File: src/sv/tsfu_pkg.sv
// tsfu_pkg: shared types, constants and command/status structs for the
// taylor series function unit. No dependencies.
`timescale 1ns / 1ps
`default_nettype none

package tsfu_pkg;

   // default parameter values
   localparam int MAX_TERMS_DEF = 32;
   localparam int FRAC_BITS_DEF = 16;

   // term_count register
   localparam int          TC_W     = 6;
   localparam logic [5:0]  TC_RESET = 6'd25;

   // register file
   localparam int          CSR_ADDR_W     = 3;
   localparam int          CSR_DATA_W     = 32;
   localparam logic        REG_TERM_COUNT = 1'b0;

   // internal Q31.32 constants
   localparam logic [63:0] ONE_Q32   = 64'h0000_0001_0000_0000;
   localparam logic [63:0] TWO_Q32   = 64'h0000_0002_0000_0000;
   localparam logic [63:0] HALF_Q32  = 64'h0000_0000_8000_0000;
   localparam logic [63:0] IMAX      = 64'h7FFF_FFFF_FFFF_FFFF;
   localparam logic [63:0] E_Q32     = 64'h0000_0002_B7E1_5163;
   localparam logic [63:0] INV_E_Q32 = 64'h0000_0000_5E2D_58D8;

   // divider geometry
   localparam int DVD_W  = 65;
   localparam int DSR_W  = 35;
   localparam int DCNT_W = 7;

   // ln scaling step counter
   localparam int K_W = 8;

   typedef enum logic [1:0] {
      OP_EXP = 2'd0,
      OP_LN  = 2'd1,
      OP_SIN = 2'd2,
      OP_COS = 2'd3
   } opcode_type;

   typedef enum logic [1:0] {
      ST_OK       = 2'd0,
      ST_DOMAIN   = 2'd1,
      ST_OVERFLOW = 2'd2
   } status_type;

   typedef enum logic [2:0] {
      MB_X,
      MB_INV_E,
      MB_E,
      MB_TERM,
      MB_Y2
   } mul_b_type;

   typedef enum logic [1:0] {
      K_HOLD,
      K_INC,
      K_DEC
   } k_step_type;

   typedef enum logic [4:0] {
      S_IDLE,
      S_DISPATCH,
      S_RED_CHK,
      S_RED_DN_WAIT,
      S_RED_UP_WAIT,
      S_LN_DIV_WAIT,
      S_Y2,
      S_Y2_WAIT,
      S_LDIV,
      S_LDIV_WAIT,
      S_ADD_Q,
      S_ADD_T,
      S_NEXT,
      S_MUL1,
      S_MUL1_WAIT,
      S_DIV1,
      S_DIV1_WAIT,
      S_MUL2,
      S_MUL2_WAIT,
      S_DIV2,
      S_DIV2_WAIT,
      S_LN_FINAL,
      S_ROUND,
      S_DOMAIN
   } ctrl_state_type;

   typedef struct packed {
      logic             load;
      logic             load_shifted;
      logic             mul_start;
      mul_b_type        mul_b;
      logic             mul_sh32;
      logic             mul_wr;
      logic             mul_to_y2;
      k_step_type       k_step;
      logic             div_start;
      logic             div_ln;
      logic             div_wr;
      logic             div_negate;
      logic [DSR_W-1:0] divisor;
      logic             add_term;
      logic             add_quo;
      logic             track_ov;
      logic             ln_final;
      logic             round;
      logic             dom_err;
   } dp_cmd_type;

   typedef struct packed {
      logic x_nonpos;
      logic v_above;
      logic v_below;
      logic mul_busy;
      logic mul_done;
      logic div_busy;
      logic div_done;
   } dp_stat_type;

endpackage

`default_nettype wire

File: src/sv/tsfu_ctrl.sv
// tsfu_ctrl: sequencer for the series evaluation; drives datapath commands
// and the request/response handshakes. Uses tsfu_pkg.
`timescale 1ns / 1ps
`default_nettype none

module tsfu_ctrl #(
   parameter int MAX_TERMS = tsfu_pkg::MAX_TERMS_DEF
) (
   input  wire logic                      clock,
   input  wire logic                      reset,
   input  wire logic                      req_valid,
   input  wire logic [1:0]                req_opcode,
   output logic                           req_ready,
   input  wire logic                      rsp_ready,
   output logic                           rsp_valid,
   input  wire logic [tsfu_pkg::TC_W-1:0] term_count,
   input  wire tsfu_pkg::dp_stat_type     stat,
   output tsfu_pkg::dp_cmd_type           cmd
);
   import tsfu_pkg::*;

   localparam int N_W = $clog2(MAX_TERMS + 1);

   ctrl_state_type state_ff, state_in;
   opcode_type     op_ff, op_in;
   logic [N_W-1:0] n_ff, n_in, cnt_ff, cnt_in;
   logic           rsp_valid_ff, rsp_valid_in;
   logic           out_free, last_term, is_ln;
   logic [N_W:0]   n2;
   logic [DSR_W-1:0] div_n, div_2n, div_2n_m1, div_2n_p1;

   always_comb begin
      out_free  = !rsp_valid_ff || rsp_ready;
      last_term = ({1'b0, n_ff} + 1'b1) >= {1'b0, cnt_ff};
      is_ln     = op_ff == OP_LN;
      n2        = {n_ff, 1'b0};
      div_n     = DSR_W'(n_ff);
      div_2n    = DSR_W'(n2);
      div_2n_m1 = div_2n - 1'b1;
      div_2n_p1 = div_2n + 1'b1;
   end

   always_ff @(posedge clock) begin
      if (reset) begin
         state_ff     <= S_IDLE;
         rsp_valid_ff <= 1'b0;
      end else begin
         state_ff     <= state_in;
         rsp_valid_ff <= rsp_valid_in;
      end
   end

   always_ff @(posedge clock) begin
      op_ff  <= op_in;
      n_ff   <= n_in;
      cnt_ff <= cnt_in;
   end

   // next state and datapath commands
   always_comb begin
      state_in     = state_ff;
      op_in        = op_ff;
      n_in         = n_ff;
      cnt_in       = cnt_ff;
      rsp_valid_in = rsp_valid_ff && !rsp_ready;
      req_ready    = 1'b0;
      cmd          = '0;
      unique case (state_ff)
         S_IDLE: begin
            req_ready = 1'b1;
            if (req_valid) begin
               cmd.load         = 1'b1;
               cmd.load_shifted = (req_opcode == OP_LN) || (req_opcode == OP_SIN);
               op_in            = opcode_type'(req_opcode);
               n_in             = '0;
               if (int'(term_count) > MAX_TERMS) begin
                  cnt_in = N_W'(MAX_TERMS);
               end else begin
                  cnt_in = N_W'(term_count);
               end
               state_in = S_DISPATCH;
            end
         end
         S_DISPATCH: begin
            if (is_ln) begin
               state_in = stat.x_nonpos ? S_DOMAIN : S_RED_CHK;
            end else begin
               state_in = (cnt_ff == '0) ? S_ROUND : S_ADD_T;
            end
         end
         // scale into [0.5, 2] by 1/e or e
         S_RED_CHK: begin
            cmd.mul_sh32 = 1'b1;
            if (stat.v_above) begin
               cmd.mul_start = 1'b1;
               cmd.mul_b     = MB_INV_E;
               state_in      = S_RED_DN_WAIT;
            end else if (stat.v_below) begin
               cmd.mul_start = 1'b1;
               cmd.mul_b     = MB_E;
               state_in      = S_RED_UP_WAIT;
            end else begin
               cmd.div_start = 1'b1;
               cmd.div_ln    = 1'b1;
               state_in      = S_LN_DIV_WAIT;
            end
         end
         S_RED_DN_WAIT: begin
            cmd.mul_wr = 1'b1;
            cmd.k_step = K_INC;
            if (stat.mul_done) begin
               state_in = S_RED_CHK;
            end
         end
         S_RED_UP_WAIT: begin
            cmd.mul_wr = 1'b1;
            cmd.k_step = K_DEC;
            if (stat.mul_done) begin
               state_in = S_RED_CHK;
            end
         end
         S_LN_DIV_WAIT: begin
            cmd.div_wr = 1'b1;
            if (stat.div_done) begin
               state_in = S_Y2;
            end
         end
         S_Y2: begin
            cmd.mul_start = 1'b1;
            cmd.mul_b     = MB_TERM;
            cmd.mul_sh32  = 1'b1;
            state_in      = S_Y2_WAIT;
         end
         S_Y2_WAIT: begin
            cmd.mul_wr    = 1'b1;
            cmd.mul_to_y2 = 1'b1;
            if (stat.mul_done) begin
               state_in = (cnt_ff == '0) ? S_LN_FINAL : S_LDIV;
            end
         end
         S_LDIV: begin
            cmd.div_start = 1'b1;
            cmd.divisor   = div_2n_p1;
            state_in      = S_LDIV_WAIT;
         end
         S_LDIV_WAIT: begin
            if (stat.div_done) begin
               state_in = S_ADD_Q;
            end
         end
         S_ADD_Q: begin
            cmd.add_quo = 1'b1;
            state_in    = S_NEXT;
         end
         S_ADD_T: begin
            cmd.add_term = 1'b1;
            cmd.track_ov = 1'b1;
            state_in     = S_NEXT;
         end
         S_NEXT: begin
            if (last_term) begin
               state_in = is_ln ? S_LN_FINAL : S_ROUND;
            end else begin
               n_in     = n_ff + 1'b1;
               state_in = S_MUL1;
            end
         end
         S_MUL1: begin
            cmd.mul_start = 1'b1;
            cmd.mul_b     = is_ln ? MB_Y2 : MB_X;
            cmd.mul_sh32  = is_ln;
            state_in      = S_MUL1_WAIT;
         end
         S_MUL1_WAIT: begin
            cmd.mul_wr   = 1'b1;
            cmd.track_ov = !is_ln;
            if (stat.mul_done) begin
               state_in = is_ln ? S_LDIV : S_DIV1;
            end
         end
         S_DIV1: begin
            cmd.div_start = 1'b1;
            case (op_ff)
               OP_EXP:  cmd.divisor = div_n;
               OP_SIN:  cmd.divisor = div_2n;
               default: cmd.divisor = div_2n_m1;
            endcase
            state_in = S_DIV1_WAIT;
         end
         S_DIV1_WAIT: begin
            cmd.div_wr = 1'b1;
            if (stat.div_done) begin
               state_in = (op_ff == OP_EXP) ? S_ADD_T : S_MUL2;
            end
         end
         S_MUL2: begin
            cmd.mul_start = 1'b1;
            cmd.mul_b     = MB_X;
            state_in      = S_MUL2_WAIT;
         end
         S_MUL2_WAIT: begin
            cmd.mul_wr   = 1'b1;
            cmd.track_ov = 1'b1;
            if (stat.mul_done) begin
               state_in = S_DIV2;
            end
         end
         S_DIV2: begin
            cmd.div_start = 1'b1;
            cmd.divisor   = (op_ff == OP_SIN) ? div_2n_p1 : div_2n;
            state_in      = S_DIV2_WAIT;
         end
         S_DIV2_WAIT: begin
            cmd.div_wr     = 1'b1;
            cmd.div_negate = 1'b1;
            if (stat.div_done) begin
               state_in = S_ADD_T;
            end
         end
         S_LN_FINAL: begin
            cmd.ln_final = 1'b1;
            state_in     = S_ROUND;
         end
         S_ROUND: begin
            if (out_free) begin
               cmd.round    = 1'b1;
               rsp_valid_in = 1'b1;
               state_in     = S_IDLE;
            end
         end
         S_DOMAIN: begin
            if (out_free) begin
               cmd.dom_err  = 1'b1;
               rsp_valid_in = 1'b1;
               state_in     = S_IDLE;
            end
         end
         default: begin
            state_in = S_IDLE;
         end
      endcase
   end

   assign rsp_valid = rsp_valid_ff;

   // a result word never overwrites one still waiting
   a_out_free: assert property (@(posedge clock) disable iff (reset)
      (cmd.round || cmd.dom_err) |-> (!rsp_valid_ff || rsp_ready))
      else $error("result written over a pending word");

   // shared units are never restarted while working
   a_mul_idle: assert property (@(posedge clock) disable iff (reset)
      cmd.mul_start |-> !stat.mul_busy)
      else $error("multiplier started while busy");

   a_div_idle: assert property (@(posedge clock) disable iff (reset)
      cmd.div_start |-> !stat.div_busy)
      else $error("divider started while busy");

   // at most one unit launch or result write per cycle
   a_one_action: assert property (@(posedge clock) disable iff (reset)
      $onehot0({cmd.load, cmd.mul_start, cmd.div_start, cmd.round, cmd.dom_err}))
      else $error("conflicting datapath commands");

   // a started multiply is in flight on the next cycle
   a_mul_runs: assert property (@(posedge clock) disable iff (reset)
      cmd.mul_start |=> stat.mul_busy)
      else $error("multiplier did not start");

endmodule

`default_nettype wire

File: config.mk
export PLATFORM = sky130hd
export DESIGN_NAME = tsfu_ctrl
export DESIGN_NICKNAME = d
export VERILOG_FILES = /design/src/sv/tsfu_pkg.sv /design/src/sv/tsfu_ctrl.sv
export SDC_FILE = /design/constraint.sdc
export NUM_CORES = 1
export LEC_CHECK = 0
export ABC_AREA = 0
export BUFFER_PORTS_ARGS = -buffer_cell sky130_fd_sc_hd__buf_2
export CAP_MARGIN = 20
export CORE_MARGIN = 2
export CORE_UTILIZATION = 40
export CTS_CLUSTER_DIAMETER = 120
export DETAILED_ROUTE_END_ITERATION = 10
export PLACE_DENSITY = 0.65
export REMOVE_ABC_BUFFERS = 1
export SLEW_MARGIN = 10
export SYNTH_ARGS = -nofsm -noshare
export SYNTH_HDL_FRONTEND = slang
export SYNTH_SLANG_ARGS = --single-unit
File: constraint.sdc
create_clock -name clock -period 12.15 [get_ports clock]
set_input_delay 2.43 -clock clock [delete_from_list [all_inputs] [get_ports clock]]
set_output_delay 2.43 -clock clock [all_outputs]
set_load 0.02 [all_outputs]
==> results.toml <==
[status]
status = "finished clean"

[detailed_routing]
drc_errors = 0
drt-pass1-iter-count = 4
drtAntennaViolNets = 0
viasPerCell = 5.44
vias = 2161
wirelength_mm = 5.48
wire_per_inst_um = 13.8
drtIter0Drc = 215

[timing]
setup_viol = 0
fin_crit_ns = 5.69
fin_crit_sh = 0.468
clock.fmax_ghz = 0.176
tightest_slew_ns = 0.880
slew_viol_final = 0
hold_viol = 0
rsz0062_at_grt = "no"
finClkSkew_ns = 0.00959
slew_headroom = 0.413

[critical_path]
r2r_setup_slack_ns = 9.32
r2r-end = "state_ff[1]"
reg2reg_from = "n_ff[0]"
crit_type = "input pin to output port"
cp_slowest_cell = "buf_2"
reg2reg_depth = 9
crit_required_ns = 9.72
cp-end-kind = "output port"
cp-start-kind = "input pin"
arrival_ns = 3.26
crit_path_frequent_cell = "buf_2"
crit_path_max_fanout = 6
crit_path_cell_trace = "buf_2 > o21ai_0 > nor3_1 > a21oi_1 > o32ai_1 > buf_2"
critical_path.max_stage_delay_ns = 0.21

[grt]
first_global_vias = 1881
grt_max_degree = 31
grt_use_total = 0.174
grt_overflow = 0
antenna_found_initial = 0
grt_pass1_wl_mm = 8.92

[placement]
globalplace.congestion = 0.876
io_buffers = 74
placed_cell_area_um2 = 2430
hpwl_mm = 4.15

[logic_synthesis]
netlist_area_um2 = 2270
ys.flop_type = "edfxtp_1"
synth_top_cell_by_area = "edfxtp_1"
avgSynthCellArea_um2 = 7.74
synth_seq_area_share = 0.238
synth.top_cells.by_count = "buf_4 (29), nor2_1 (27), nand2_1 (23), a21oi_1 (15), edfxtp_1 (14)"
ys_seq_elements = 20
synth_edf_count = 14
yosysUniqueCellTypes = 61
ys.warnings.count = 0
syn_inst = 293
synth_async_sr_flop_share = 0
synth_top_area_share = 0.185
synth.most_common_cell = "buf_4"
synth_area_leaders = "edfxtp_1 (19%), buf_4 (9.6%), dfxtp_1 (5.3%)"

[finish]
nets = 353
drive_above_1_share = 0.283
syn_to_final_growth_pct = 10.4
fin_area_um2 = 2500
fin_util = 0.455
insertedDiodeCount = 0

[flow_run]
maxCapViolations = 0

[clock_tree]
clock_tree.root_cell = "clkbuf_8"
cts_buffer_depth = 2
post-cts-setup-buffers = 0
cts_inserted_buffers = 3
cts.htree.levels = 1
tritoncts = "yes"
cts_resized = 0
clkTransAtPathRegs_ns = 0.07
ctsHoldBuffers = 0
clk_latency_ns = 0.26
clkSinkCount = 20

[die]
rows = 27
die_h_um = 79.3
ios = 77
core_region_area_um2 = 5510
die_w_um = 79.3
dieArea_um2 = 6290
start_util = 0.412

[hold_path]
hold_end = "rsp_valid"
hp-class = "flip-flop to flip-flop"
min_path_cells = 2
min-delay-start = "rsp_valid"

[pwr]
fin_total_pwr_mw = 0.568
ir_drop_mv = 0.123
pwr_density_cell_nw_per_um2 = 227
p_leak_nw = 1.13
## critical path: cells and delay by family
kind,cells,cell delay [ns]
AO/OA/AOI/OAI,3,0.42
AND/OR/NAND/NOR,1,0.06
buffers and inverters,2,0.35
## state kept, by name, summed over array words and instances (netlist names)
signal / cells
rsp_valid: 1
state_ff: 5
op_ff: 2
cnt_ff: 6
n_ff: 6
## through the flow
| stage | setup WS (ns) | instances | hold slack (ns) | TNS (ns) |
|---|---|---|---|---|
| after floorplan | -8.09 | 244 | 0.604 | -226.52 |
| after global placement | 6.47 | 393 | 0.563 | 0 |
| after detailed placement | 6.47 | 393 | 0.559 | 0 |
| after CTS | 6.46 | 397 | 0.571 | 0 |
| after global routing | 6.34 | 397 | 0.596 | 0 |
| final | 6.46 | 397 | 0.566 | 0 |
## layout make-up
type	instances	area, µm²
Clock buffer	3	41.3
Sequential cell	20	541
Clock inverter	1	30.0
Tap cell	72	90.1
Timing Repair Buffer	77	393
Fill cell	557	3000
Multi-Input combinational cell	211	1360
Inverter	13	48.8
## how the worst max path moves through the flow
| stage | startpoint | to | cells past startpoint |
|---|---|---|---|
| final | stat[5] | cmd[53] | 6 |
| after global routing | stat[5] | cmd[53] | 6 |
| after CTS | stat[5] | cmd[53] | 6 |
| after detailed placement | stat[5] | cmd[53] | 6 |
| after global placement | stat[5] | cmd[53] | 6 |
| after floorplan | state_ff[0] | cmd[13] | 3 |
## cells in the final DEF (no fill, tap or decap), types with 4 or more instances in the layout
cell,n
a211oi_1,7
dfxtp_1,6
nor2_1,27
nand2_1,23
nor3_1,13
a21oi_1,15
ha_1,8
nand2b_1,11
nand3_1,8
nor2b_1,12
o21ai_0,12
buf_2,74
inv_1,11
a22o_1,7
xnor2_1,4
edfxtp_1,14
## per-layer routing
metal | global-route usage | part of all wire | vias up
li1 | - | - | 1087
met1 | 0.260 | 0.49 | 974
met2 | 0.260 | 0.43 | 96
met3 | 0.0182 | 0.070 | 4
met4 | 0.0552 | 0.011 | 0
met5 | 0 | 0 | -
## power by group
| group | total (mW) | internal [mW] | switching, mW |
|---|---|---|---|
| registers | 0.167 | 0.105 | 0.0620 |
| clock network | 0.0661 | 0.0440 | 0.0221 |
| logic | 0.335 | 0.135 | 0.200 |
| total | 0.568 | 0.284 | 0.284 |
## cell families after synthesis
logic type,count (synthesis),synth area share
xor gates and xnor gates,7,0.0270
AOI/OAI and AO/OA,73,0.235
DFF,20,0.238
muxes,3,0.0138
buffers and inverters,62,0.164
and+or+nand+nor,120,0.278
adders and majority gates,8,0.0442
Note: power is estimated with default switching activity, not from simulation.
